==> config.mk <==
export PLATFORM = sky130hd
export DESIGN_NAME = midi_track_event_parser
export DESIGN_NICKNAME = d
export VERILOG_FILES = /design/src/hdl/mtep_pkg.sv /design/src/hdl/midi_track_event_parser.sv /design/src/hdl/mtep_front.sv /design/src/hdl/mtep_back.sv
export VERILOG_INCLUDE_DIRS = /design/src /design/src/hdl
export SDC_FILE = /design/constraint.sdc
export NUM_CORES = 1
export LEC_CHECK = 0
export ABC_AREA = 1
export BUFFER_PORTS_ARGS = -buffer_cell sky130_fd_sc_hd__buf_2
export CORE_UTILIZATION = 45
export DETAILED_ROUTE_END_ITERATION = 10
export PLACE_DENSITY = 0.71
export SYNTH_ARGS = -nofsm -noshare
export SYNTH_HDL_FRONTEND = slang
export SYNTH_SLANG_ARGS = --single-unit
==> constraint.sdc <==
create_clock -name i_clk -period 4.46 [get_ports i_clk]
set_clock_uncertainty 0.05 [all_clocks]
set_input_delay 0.446 -clock i_clk [delete_from_list [all_inputs] [get_ports i_clk]]
set_output_delay 0.446 -clock i_clk [all_outputs]
set_load 0.03 [all_outputs]
==> src/hdl/assert_macros.svh <==
// assertion helpers, empty when synthesizing
`ifndef ASSERT_MACROS_SVH
`define ASSERT_MACROS_SVH
`ifndef SYNTHESIS
`define ASSERT_CLK(lbl, clk, rst_n, prop, msg) \
    lbl: assert property (@(posedge clk) disable iff (!rst_n) (prop)) else $error(msg);
`define ASSERT_NOW(lbl, clk, prop, msg) \
    lbl: assert property (@(posedge clk) (prop)) else $error(msg);
`else
`define ASSERT_CLK(lbl, clk, rst_n, prop, msg)
`define ASSERT_NOW(lbl, clk, prop, msg)
`endif
`endif

==> src/hdl/mtep_pkg.sv <==
`timescale 1ns / 1ps
package mtep_pkg;
    localparam int VlqBitsDef = 28;

    localparam logic [3:0] K_PROGRAM  = 4'd4;
    localparam logic [3:0] K_PRESSURE = 4'd5;
    localparam logic [3:0] K_PITCH    = 4'd6;
    localparam logic [3:0] K_SYSEX    = 4'd7;
    localparam logic [3:0] K_META     = 4'd8;
    localparam logic [3:0] K_UNKNOWN  = 4'd9;

    localparam logic [1:0] E_NONE    = 2'd0;
    localparam logic [1:0] E_TEMPO   = 2'd1;
    localparam logic [1:0] E_META    = 2'd2;
    localparam logic [1:0] E_UNKNOWN = 2'd3;

    localparam logic [7:0] META_EOT   = 8'h2F;
    localparam logic [7:0] META_TEMPO = 8'h51;

    // classified byte handed from the front to the back
    typedef struct packed {
        logic [7:0] data;
        logic       start;
        logic       hi;
    } t_beat;

    typedef struct packed {
        logic [27:0] delta_ticks;
        logic [7:0]  status_byte;
        logic [7:0]  first_data;
        logic [7:0]  second_data;
        logic [3:0]  event_kind;
        logic [7:0]  meta_kind;
        logic [23:0] tempo_us;
        logic        end_of_track;
        logic [1:0]  error_code;
    } t_result;

    function automatic logic [3:0] classify(input logic [7:0] s);
        logic [3:0] k;
        if (s > 8'hEF && s < 8'hFF) k = K_SYSEX;
        else if (s < 8'h80) k = K_UNKNOWN;
        else if (s == 8'hFF) k = K_META;
        else k = {1'b0, s[6:4]};
        return k;
    endfunction

    function automatic logic meta_known(input logic [7:0] t);
        return t <= 8'h09 || t == 8'h20 || t == 8'h21 || t == META_EOT ||
               t == META_TEMPO || t == 8'h54 || t == 8'h58 || t == 8'h59 || t == 8'h7F;
    endfunction
endpackage

==> src/hdl/midi_track_event_parser.sv <==
`timescale 1ns / 1ps
// midi track event parser
// s_axis carries one track byte a beat: tdata[7:0] data_byte, tuser[0]
// track_start (clears parser, running status and halt before the byte).
// m_axis gives one beat per finished event; tdata fields low to high:
// delta_ticks 28, status_byte 8, first_data 8, second_data 8, event_kind 4,
// meta_kind 8, tempo_us 24, end_of_track 1, error_code 2 (pad to 96 bits).
// i_cfg_we writes has_delta from i_cfg_wdata; write only while idle.
// throughput: one byte per cycle while m_axis accepts results; a two-entry
// queue sits between the byte intake and the parsing state machine.
// result: the event's last byte passes through the queue, is taken by the
// parsing state machine, and the result beat is registered to m_axis.
// a stalled m_axis keeps its result; the queue fills and s_axis_tready
// drops after two more bytes.
// reset (synchronous, active low) empties the queue, clears all parser
// state and sets has_delta to 1.
// errors halt the parser: bytes are consumed without result until
// a beat with track_start.
module midi_track_event_parser import mtep_pkg::*; #(
    parameter int VLQ_BITS = VlqBitsDef
) (
    input  logic        i_clk,
    input  logic        i_rst_n,
    input  logic        i_cfg_we,
    input  logic        i_cfg_wdata,
    input  logic        s_axis_tvalid,
    output logic        s_axis_tready,
    input  logic [7:0]  s_axis_tdata,   // data_byte
    input  logic        s_axis_tuser,   // track_start
    output logic        m_axis_tvalid,
    input  logic        m_axis_tready,
    output logic [95:0] m_axis_tdata    // fields as in head comment
);
    logic    r_has_delta;
    logic    q_valid, q_ready;
    t_beat   q_beat;
    t_result res;

    always_ff @(posedge i_clk) begin
        if (!i_rst_n) r_has_delta <= 1'b1;
        else if (i_cfg_we) r_has_delta <= i_cfg_wdata;
    end

    mtep_front u_front (
        .i_clk, .i_rst_n,
        .i_valid(s_axis_tvalid), .o_ready(s_axis_tready),
        .i_data(s_axis_tdata), .i_start(s_axis_tuser),
        .o_valid(q_valid), .i_ready(q_ready), .o_beat(q_beat)
    );

    mtep_back #(.VLQ_BITS(VLQ_BITS)) u_back (
        .i_clk, .i_rst_n, .i_has_delta(r_has_delta),
        .i_valid(q_valid), .o_ready(q_ready), .i_beat(q_beat),
        .o_valid(m_axis_tvalid), .i_ready(m_axis_tready), .o_res(res)
    );

    assign m_axis_tdata = {5'd0, res.error_code, res.end_of_track, res.tempo_us,
                           res.meta_kind, res.event_kind, res.second_data,
                           res.first_data, res.status_byte, res.delta_ticks};
endmodule

==> src/hdl/mtep_front.sv <==
`timescale 1ns / 1ps
module mtep_front import mtep_pkg::*; (
    input  logic       i_clk,
    input  logic       i_rst_n,
    input  logic       i_valid,
    output logic       o_ready,
    input  logic [7:0] i_data,
    input  logic       i_start,
    output logic       o_valid,
    input  logic       i_ready,
    output t_beat      o_beat
);
    // two-entry queue toward the back part
    t_beat      r_mem [2];
    logic       r_wp, r_rp;
    logic [1:0] r_cnt;
    logic       push, pop;

    assign o_ready = (r_cnt != 2'd2);
    assign push    = i_valid && o_ready;
    assign o_valid = (r_cnt != 2'd0);
    assign pop     = o_valid && i_ready;
    assign o_beat  = r_mem[r_rp];

    always_ff @(posedge i_clk) begin
        if (!i_rst_n) begin
            r_wp  <= 1'b0;
            r_rp  <= 1'b0;
            r_cnt <= 2'd0;
        end else begin
            if (push) r_wp <= ~r_wp;
            if (pop) r_rp <= ~r_rp;
            r_cnt <= r_cnt + {1'b0, push} - {1'b0, pop};
        end
        if (push) r_mem[r_wp] <= '{data: i_data, start: i_start, hi: i_data[7]};
    end
endmodule

==> src/hdl/mtep_back.sv <==
`timescale 1ns / 1ps
`include "assert_macros.svh"
module mtep_back import mtep_pkg::*; #(
    parameter int VLQ_BITS = VlqBitsDef
) (
    input  logic    i_clk,
    input  logic    i_rst_n,
    input  logic    i_has_delta,
    input  logic    i_valid,
    output logic    o_ready,
    input  t_beat   i_beat,
    output logic    o_valid,
    input  logic    i_ready,
    output t_result o_res
);
    typedef enum logic [3:0] {
        PH_START, PH_DELTA, PH_STATUS, PH_DATA1, PH_DATA2,
        PH_MTYPE, PH_MLEN, PH_MSKIP, PH_SLEN, PH_SSKIP
    } t_phase;

    t_phase              r_ph, n_ph, ph;
    logic [7:0]          r_run, n_run, run;
    logic [VLQ_BITS-1:0] r_delta, n_delta, delta;
    logic [7:0]          r_cur, n_cur, cur;
    logic [7:0]          r_hold, n_hold, hold;
    logic [7:0]          r_mt, n_mt, mt;
    logic [VLQ_BITS-1:0] r_left, n_left, left;
    logic [1:0]          r_pidx, n_pidx, pidx;
    logic [23:0]         r_tempo, n_tempo, tempo;
    logic                r_halt, n_halt, halt;
    logic                r_ov;
    t_result             r_res, n_res;
    logic                emit, take;
    logic [7:0]          b;
    logic [3:0]          kind;
    logic [VLQ_BITS-1:0] lenv, dec;

    assign o_ready = !r_ov || i_ready;
    assign take    = i_valid && o_ready;
    assign o_valid = r_ov;
    assign o_res   = r_res;
    assign b       = i_beat.data;

    always_comb begin
        // start beat clears all parser state; has_delta and a pending result stay
        ph = i_beat.start ? PH_START : r_ph;
        run = i_beat.start ? '0 : r_run;
        delta = i_beat.start ? '0 : r_delta;
        cur = i_beat.start ? '0 : r_cur;
        hold = i_beat.start ? '0 : r_hold;
        mt = i_beat.start ? '0 : r_mt;
        left = i_beat.start ? '0 : r_left;
        pidx = i_beat.start ? '0 : r_pidx;
        tempo = i_beat.start ? '0 : r_tempo;
        halt = i_beat.start ? 1'b0 : r_halt;
        n_ph = ph; n_run = run; n_delta = delta; n_cur = cur; n_hold = hold;
        n_mt = mt; n_left = left; n_pidx = pidx; n_tempo = tempo; n_halt = halt;
        emit = 1'b0;
        n_res = '0;
        kind = classify(cur);
        lenv = {left[VLQ_BITS-8:0], b[6:0]};
        dec = left - 1'b1;
        if (!halt) begin
            if (ph == PH_START && !i_has_delta) n_delta = '0;
            case (ph)
                PH_START, PH_STATUS: begin
                    if (ph == PH_START && i_has_delta) begin
                        n_delta = VLQ_BITS'(b[6:0]);
                        n_ph = i_beat.hi ? PH_DELTA : PH_STATUS;
                    end else begin
                        n_cur = i_beat.hi ? b : run;
                        kind = classify(n_cur);
                        if (kind <= K_PITCH) begin
                            if (i_beat.hi) begin
                                n_run = b;
                                n_ph = PH_DATA1;
                            end else begin
                                n_hold = b;
                                if (kind == K_PROGRAM || kind == K_PRESSURE) begin
                                    emit = 1'b1;
                                    n_res.event_kind = kind;
                                    n_res.first_data = b;
                                end else begin
                                    n_ph = PH_DATA2;
                                end
                            end
                        end else if (!i_beat.hi || kind == K_UNKNOWN) begin
                            emit = 1'b1;
                            n_res.event_kind = K_UNKNOWN;
                            n_res.error_code = E_UNKNOWN;
                        end else begin
                            n_left = '0;
                            n_ph = (kind == K_META) ? PH_MTYPE : PH_SLEN;
                        end
                    end
                end
                PH_DELTA: begin
                    n_delta = {delta[VLQ_BITS-8:0], b[6:0]};
                    if (!i_beat.hi) n_ph = PH_STATUS;
                end
                PH_DATA1: begin
                    n_hold = b;
                    if (kind == K_PROGRAM || kind == K_PRESSURE) begin
                        emit = 1'b1;
                        n_res.event_kind = kind;
                        n_res.first_data = b;
                    end else begin
                        n_ph = PH_DATA2;
                    end
                end
                PH_DATA2: begin
                    emit = 1'b1;
                    n_res.event_kind = kind;
                    n_res.first_data = hold;
                    n_res.second_data = b;
                end
                PH_MTYPE: begin
                    n_mt = b; n_left = '0; n_pidx = '0; n_tempo = '0;
                    n_ph = PH_MLEN;
                end
                PH_MLEN, PH_SLEN, PH_MSKIP, PH_SSKIP: begin
                    if (ph == PH_MLEN || ph == PH_SLEN) n_left = lenv;
                    else n_left = dec;
                    if (ph == PH_MSKIP && pidx != 2'd3) begin
                        n_tempo = {tempo[15:0], b};
                        n_pidx = pidx + 2'd1;
                    end
                    if ((ph == PH_MLEN || ph == PH_SLEN) && i_beat.hi) begin
                        n_ph = ph;
                    end else if (n_left != '0) begin
                        n_ph = (ph == PH_MLEN || ph == PH_MSKIP) ? PH_MSKIP : PH_SSKIP;
                    end else begin
                        emit = 1'b1;
                        if (ph == PH_SLEN || ph == PH_SSKIP) begin
                            n_res.event_kind = K_SYSEX;
                        end else begin
                            n_res.event_kind = K_META;
                            n_res.meta_kind = mt;
                            if (!meta_known(mt)) n_res.error_code = E_META;
                            else if (mt == META_TEMPO) begin
                                if (n_pidx != 2'd3) n_res.error_code = E_TEMPO;
                                else n_res.tempo_us = n_tempo;
                            end else n_res.end_of_track = (mt == META_EOT);
                        end
                    end
                end
                default: n_ph = PH_START;
            endcase
            if (emit) begin
                n_res.delta_ticks = 28'(n_delta);
                n_res.status_byte = n_cur;
                n_ph = PH_START;
                if (n_res.error_code != E_NONE) n_halt = 1'b1;
            end
        end
    end

    always_ff @(posedge i_clk) begin
        if (!i_rst_n) begin
            r_ph <= PH_START; r_run <= '0; r_delta <= '0; r_cur <= '0;
            r_hold <= '0; r_mt <= '0; r_left <= '0; r_pidx <= '0;
            r_tempo <= '0; r_halt <= 1'b0; r_ov <= 1'b0;
        end else begin
            if (i_ready) r_ov <= 1'b0;
            if (take) begin
                r_ph <= n_ph; r_run <= n_run; r_delta <= n_delta; r_cur <= n_cur;
                r_hold <= n_hold; r_mt <= n_mt; r_left <= n_left; r_pidx <= n_pidx;
                r_tempo <= n_tempo; r_halt <= n_halt;
                if (emit) r_ov <= 1'b1;
            end
        end
        if (take && emit) r_res <= n_res;
    end

    `ASSERT_CLK(a_halt_err, i_clk, i_rst_n, (take && emit && n_res.error_code != E_NONE) |=> r_halt, "error did not halt")
    `ASSERT_CLK(a_hold_res, i_clk, i_rst_n, (r_ov && !i_ready) |=> (r_ov && $stable(r_res)), "result lost")
    `ASSERT_CLK(a_halt_quiet, i_clk, i_rst_n, (r_halt && !i_beat.start) |-> !emit, "halted emitted")
endmodule

==> metrics.md, run 1 <==
| Metric | Value |
|---|---|
| Status | `finished, final reports clean` |
| Register area share after synthesis | `0.430` |
| Initial antenna violation count | `0` |
| Number of synthesized flops with an enable pin | `109` |
| Worst R2R End | `u_back.r_tempo[10]` |
| H-tree depth | `1` |
| Cells after Synth | `1895` |
| Clock Latency Late Sink | `0.55 ns` |
| First-pass GRT wire length | `63.3 mm` |
| TritonCTS Buffers | `26` |
| Distinct cell type count after synthesis | `49` |
| CTS tree | `built` |
| P&R area growth vs syn | `14.3%` |
| RSZ-0062 raised after global routing | `no` |
| I/O Buffers | `107` |
| Initial Utilization | `0.456` |
| Gp weighted congestion | `0.977` |
| Rel. slew slack | `0.253` |
| Avg WL per Cell | `16.8 um` |
| I/O pin cnt | `113` |
| Share of layout cells above drive strength 1 | `0.142` |
| Crit path DAT | `4.41 ns` |
| Tcrit/Tclk final | `0.903` |
| Worst hold-check path type | `in -> reg` |
| Commonest non-fill, non-tap cell in the layout | `nand2_1` |
| Max Freq | `248 MHz` |
| Die Y | `175 um` |
| Vias per inst | `5.48` |
| Largest net degree at the start of global routing | `66` |
| Slew @ Worst Pin | `1.12 ns` |
| Die area | `0.0307 mm^2` |
| Post-CTS Hold Fix Bufs | `0` |
| GRT overflow | `0` |
| Core area | `0.0296 mm^2` |
| Worst vdd ir | `0.000480 V` |
| Syn avg cell area | `7.12 um^2` |
| Min-Delay Endpoint | `u_front.r_mem[1][5]` |
| Fillers | `2878` |
| Final Slew Violations | `0` |
| Async S/R FF share, synth | `0` |
| Worst Path Required | `4.85 ns` |
| Critical Path Start Type | `flip-flop` |
| Clock sink count | `235` |
| Yosys warnings | `0` |
| TritonRoute pass-1 iters | `6` |
| Worst hold path startpoint | `s_axis_tdata[3]` |
| DRT Wirelength | `40.2 mm` |
| Diode count | `0` |
| Die width | `175 um` |
| Yosys top cell area share | `0.243` |
| Worst-path fanout max | `38` |
| Setup CP Type | `reg -> reg` |
| Starting DRT DRC Count | `1469` |
| Clock root cell | `clkbuf_16` |
| Number of placement rows | `63` |
| Max Cap Viol | `0` |
| Commonest non-fill, non-tap cells in the layout | `391 x nand2_1, 288 x inv_1, 193 x nor2_1, 193 x o21ai_0, 145 x a21oi_1` |
| Area of the multi-input gates | `0.00613 mm^2` |
| Hold_ws | `0.0411 ns` |
| Vias in the first global route | `11.8k` |
| Final instance area | `0.0154 mm^2` |
| Reg2reg path depth | `14` |
| Largest area contributor in the netlist | `edfxtp_1` |
| Register-to-Register Setup Slack | `0.43 ns` |
| Fin nets | `2002` |
| Vias | `13.1k` |
| Crit. End Element | `flip-flop` |
| ANT nets after route | `0` |
| Sequential cell area | `0.00580 mm^2` |
| Hold path cells | `1` |
| Final Hold Fails | `0` |
| Setup TNS | `0 ns` |
| PD cells | `747 mW/mm^2` |
| Leak Pwr | `6.96 nW` |
| #FFs+latches synth | `235` |
| Worst-path clk slew | `0.06 ns` |
| Min cycle time layout | `4.03 ns` |
| Synth area leaders | `edfxtp_1 24%, dfxtp_1 19%, nand2_1 11%, inv_1 8.0%, o21ai_0 7.2%` |
| Placed inst area | `0.0145 mm^2` |
| Cell area after synthesis | `0.0135 mm^2` |
| DRC violations left | `0` |
| # setup viols final | `0` |
| Post-synth top flop | `dfxtp_1` |
| Post-DP HPWL | `28.3 mm` |
| Max Root-Sink Buffers | `3` |
| Tot GR Track Use | `0.258` |
-- sequential cells by signal (all words and copies together), names as in the netlist, 4 cells and up, named ones only --
name and count:
u_back.o_res 91, u_back.r_delta 28, u_back.r_left 28, u_back.r_tempo 24, u_front.r_mem 18, u_back.r_cur 8, u_back.r_hold 8, u_back.r_mt 8
u_back.r_run 8, u_back.r_ph 4
-- power by group --
| group | total, W | switching (W) | internal (W) |
|---|---|---|---|
| clock | 0.00228 | 0.000936 | 0.00135 |
| combinational | 0.00606 | 0.00427 | 0.00179 |
| sequential | 0.00317 | 0.000291 | 0.00288 |
| total | 0.0115 | 0.00549 | 0.00602 |
-- worst max path at each step --
stage / depth (start not counted) / endpoint / start / slack (ns)
2_1_floorplan: 16 / u_back.o_res[0] / u_front.r_mem[1][1] / 0.52
3_3_place_gp: 19 / u_back.o_res[12] / flip-flop / 0.34
6_report: 14 / u_back.r_tempo[10] / flip-flop / 0.43
3_5_place_dp: 19 / u_back.o_res[14] / flip-flop / 0.19
4_1_cts: 19 / u_back.o_res[14] / flip-flop / 0.18
5_1_grt: 15 / u_back.o_res[10] / flip-flop / 0.09
-- synthesized netlist by cell type, types with 2 or more instances --
cell type	number
o21ai_0	193
buf_6	4
nand2_4	4
buf_2	15
dfxtp_1	126
edfxtp_1	109
nand2_2	5
nor3_1	6
o211ai_1	42
nand3_2	8
nand2_1	392
o21ai_2	3
nor4_1	3
or2_1	2
o221ai_1	23
clkbuf_1	63
a221oi_1	2
nand4_1	16
nand3_1	84
buf_4	6
nor2_4	4
nand3b_1	2
ha_1	4
nor2_2	43
o22ai_1	36
a211oi_1	2
o21bai_1	2
inv_1	289
xor2_1	2
inv_2	11
nor2_1	193
buf_1	12
o21ai_1	18
a21oi_1	146
a31oi_1	10
a22oi_1	2
-- routing by layer --
metal  part of all wire  up-vias  track usage  routed length (um)
met3              0.071      102       0.0318                2860
met2               0.44      542        0.410               17900
met1               0.45     6040        0.358               17900
met4              0.039        0        0.101                1570
met5                  0        -            0                   0
li1                   -     6418            -                   -
-- metrics by stage --
| step | setup slack (ns) | util | total power (W) | cells |
|---|---|---|---|---|
| 6_report | 0.433 | 0.522 | 0.0115 | 2392 |
| 5_1_grt | 0.0878 | 0.522 | 0.0123 | 2392 |
| 4_1_cts | 0.180 | 0.521 | 0.0114 | 2388 |
| 3_5_place_dp | 0.186 | 0.490 | 0.00911 | 2341 |
| 3_3_place_gp | 0.339 | 0.490 | 0.00903 | 2341 |
| 2_1_floorplan | 0.518 | - | 0.00741 | 1899 |
-- critical path, stage by stage (launching register included) --
cell and delay (ns):
dfxtp_1 0.48, buf_4 0.21, nand2_4 0.16, nand2_2 0.17
buf_4 0.23, buf_4 0.44, nor2_1 0.11, buf_4 0.22
nor2_1 0.28, inv_1 0.07, buf_4 0.23, nand2_1 0.75
o22ai_1 0.17, o21ai_0 0.24, inv_1 0.06
-- cell type report --
class,instances,share of cell area
Inverter,301,0.0736
Sequential cell,235,0.376
Timing Repair Buffer,156,0.0618
Tap cell,390,0.0317
Multi-Input combinational cell,1263,0.398
Clock inverter,17,0.0148
Clock buffer,30,0.0445
-- logic make-up (layout without fill, tap and decap cells) --
family          after synthesis  in the layout  share of synthesized area
compound gates              482            482                      0.201
xor+xnor                      3              3                    0.00195
fa+ha+maj                     4              4                    0.00371
buf+inv                     401            504                      0.117
flops                       235            235                      0.430
other cells                   1              5                   0.000278
simple gates                769            769                      0.247
-- timing repair --
action,4_1_cts,5_1_grt
gates resized for setup,0,0
setup buffers,0,4
setup endpoints to repair,0,76
No activity file was read; power rests on OpenSTA's default activity.
==> inputs of run 2 (changes only) <==
--- a/config.mk
+++ b/config.mk
@@ -8,9 +8,10 @@
 export LEC_CHECK = 0
 export ABC_AREA = 1
 export BUFFER_PORTS_ARGS = -buffer_cell sky130_fd_sc_hd__buf_2
-export CORE_UTILIZATION = 45
+export CAP_MARGIN = 25
+export CORE_UTILIZATION = 35
 export DETAILED_ROUTE_END_ITERATION = 10
-export PLACE_DENSITY = 0.71
+export PLACE_DENSITY = 0.59
 export SYNTH_ARGS = -nofsm -noshare
 export SYNTH_HDL_FRONTEND = slang
 export SYNTH_SLANG_ARGS = --single-unit
==> metrics.md, run 2 (synthesized netlist as in run 1, its figures left out) <==
| Metric | Value |
|---|---|
| Final std cells w/o fill | `2510 (was 2392)` |
| Crit. End Element | `flip-flop (unchanged)` |
| Die Y | `198 um (was 175 um)` |
| Post-DP HPWL | `30.9 mm (was 28.3 mm)` |
| Slew @ Worst Pin | `1.03 ns (was 1.12 ns)` |
| Fin nets | `1998 (was 2002)` |
| Worst-path fanout max | `34 (was 38)` |
| H-tree depth | `1 (unchanged)` |
| Worst Path Required | `4.65 ns (was 4.85 ns)` |
| Share of layout cells above drive strength 1 | `0.140 (was 0.142)` |
| Die width | `198 um (was 175 um)` |
| Vias per inst | `5.18 (was 5.48)` |
| Starting DRT DRC Count | `1031 (was 1469)` |
| Status | `finished, final reports clean (unchanged)` |
| Initial antenna violation count | `2 (was 0)` |
| Rel. slew slack | `0.316 (was 0.253)` |
| Number of placement rows | `71 (was 63)` |
| Placed cells | `2459 (was 2341)` |
| Max Freq | `247 MHz (was 248 MHz)` |
| Min cycle time layout | `4.05 ns (was 4.03 ns)` |
| Total Power | `0.0116 W (was 0.0115 W)` |
| ANT nets after route | `0 (unchanged)` |
| Clock root cell | `clkbuf_16 (unchanged)` |
| Hold_ws | `0.0385 ns (was 0.0411 ns)` |
| TritonRoute pass-1 iters | `8 (was 6)` |
| Max Root-Sink Buffers | `3 (unchanged)` |
| Worst-path clk slew | `0.06 ns (about the same)` |
| Vias in the first global route | `12.3k (was 11.8k)` |
| DRT Wirelength | `43.1 mm (was 40.2 mm)` |
| Worst hold-check path type | `in -> reg (unchanged)` |
| I/O pin cnt | `113 (unchanged)` |
| # setup viols final | `0 (unchanged)` |
| Setup CP Type | `reg -> reg (unchanged)` |
| Leak Pwr | `6.96 nW (about the same)` |
| Clock Latency Late Sink | `0.55 ns (about the same)` |
| Post-CTS Hold Fix Bufs | `0 (unchanged)` |
| Worst slack at placement | `0.0512 ns (was 0.186 ns)` |
| Max Cap Viol | `0 (unchanged)` |
| Final Hold Fails | `0 (unchanged)` |
| PD cells | `744 mW/mm^2 (was 747 mW/mm^2)` |
| CP Cell Sequence | `inv_2, nand2_2, nand2_4, buf_12, o21ai_1, nand2_1, nor2_4, nand2_1, nand2_1, nand3_1, nand2_1, nand3_1, nor2_1, nand2_1, nor2_2, nand4_1, nand2_2, nand3_1, clkinvlp_4, buf_12, buf_12 (was buf_4, nand2_4, nand2_2, buf_4, buf_4, nor2_1, buf_4, nor2_1, inv_1, buf_4, nand2_1, o22ai_1, o21ai_0, inv_1)` |
| Tcrit/Tclk final | `0.907 (was 0.903)` |
| Avg WL per Cell | `17.2 um (was 16.8 um)` |
| Final worst slack | `0.413 ns (was 0.433 ns)` |
| Slowest stage delay, CP | `0.49 ns (was 0.75 ns)` |
| Worst vdd ir | `0.000382 V (was 0.000480 V)` |
| Crit path DAT | `4.24 ns (was 4.41 ns)` |
| Flip-flop count of the largest register after layout | `91 (unchanged)` |
| Largest net degree at the start of global routing | `82 (was 66)` |
| Core area | `0.0378 mm^2 (was 0.0296 mm^2)` |
| First-pass GRT wire length | `68.4 mm (was 63.3 mm)` |
| TritonCTS Buffers | `26 (unchanged)` |
| I/O Buffers | `107 (unchanged)` |
| Commonest non-fill, non-tap cell in the layout | `nand2_1 (unchanged)` |
| Die area | `0.0393 mm^2 (was 0.0307 mm^2)` |
| CTS tree | `built (unchanged)` |
| P&R area growth vs syn | `15.8% (was 14.3%)` |
| Critical Path Start Type | `flip-flop (unchanged)` |
| Initial Utilization | `0.357 (was 0.456)` |
| RSZ-0062 raised after global routing | `no (unchanged)` |
| Clock sink count | `235 (unchanged)` |
| Commonest non-fill, non-tap cells in the layout | `391 x nand2_1, 288 x inv_1, 193 x nor2_1, 193 x o21ai_0, 145 x a21oi_1 (unchanged)` |
| Vias | `13.0k (was 13.1k)` |
| Gp weighted congestion | `0.967 (was 0.977)` |
| GRT overflow | `0 (unchanged)` |
| Top cell by count, worst path | `nand2_1 (was buf_4)` |
| Setup TNS | `0 ns (unchanged)` |
| Diode count | `0 (unchanged)` |
| Final Slew Violations | `0 (unchanged)` |
| Tot GR Track Use | `0.222 (was 0.258)` |
| Worst path slowest cell | `dfxtp_2 (was nand2_1)` |
| DRC violations left | `0 (unchanged)` |
-- run 2: changes by cell type in the layout (fill, tap and decap cells not counted), sizes merged --
cell,delta
inv,-1
clkinvlp,+1
bufinv,+2
buf,-4
clkbuf,+5
clkinv,-6
-- run 2: timing repair --
| item | in CTS | in global routing |
|---|---|---|
| endpoints found under the setup margin | 0 | 103 |
| buffers inserted | 0 | 3 |
| endpoints found under the hold margin | 0 | 0 |
| resized for setup | 0 | 3 |
-- run 2: final timing paths --
check | to | slack [ns] | cells past startpoint | startpoint
setup reg to reg | u_back.o_res[4] | 0.41 | 21 | flip-flop
hold / removal | u_front.r_mem[0][5] | 0.04 | 1 | s_axis_tdata[3]
setup / recovery | u_back.o_res[4] | 0.41 | 21 | flip-flop
hold reg to reg | u_back.r_run[1] | 0.41 | 2 | u_back.r_run[1]
-- run 2: per-stage QoR --
stage / area, um^2 / utilization
floorplan: 13500 / -
finish: 15600 / 0.414
CTS: 15600 / 0.413
global route: 15600 / 0.414
global placement: 14600 / 0.387
detailed placement: 14600 / 0.387
-- run 2: routing by layer --
layer	global-route usage	part of all wire	vias up
li1	-	-	6398
met1	0.285	0.43	6050
met2	0.373	0.47	452
met3	0.0319	0.062	102
met4	0.0879	0.041	4
met5	0	0.00063	-
-- run 2: area by class of cell --
cell class                 instances  area (um^2)
fill                            3871        22100
multi-input combinational       1263         6130
sequential                       235         5800
inverter                         301         1140
timing repair buffer             152          948
clock buffer                      35          724
tap                              511          639
clock inverter                    13          236
-- run 2: report_power, final --
| part | switching [W] | internal [W] |
|---|---|---|
| Combinational | 0.00426 | 0.00175 |
| Clock | 0.000900 | 0.00149 |
| Sequential | 0.000326 | 0.00288 |
| Total | 0.00548 | 0.00613 |
-- run 2: critical path, delay by kind of cell (launching register included) --
kind	cells	cell delay (ns)
AO/OA/AOI/OAI	1	0.18
buffers and inverters	5	0.92
flip-flops	1	0.49
AND/OR/NAND/NOR	15	2.06
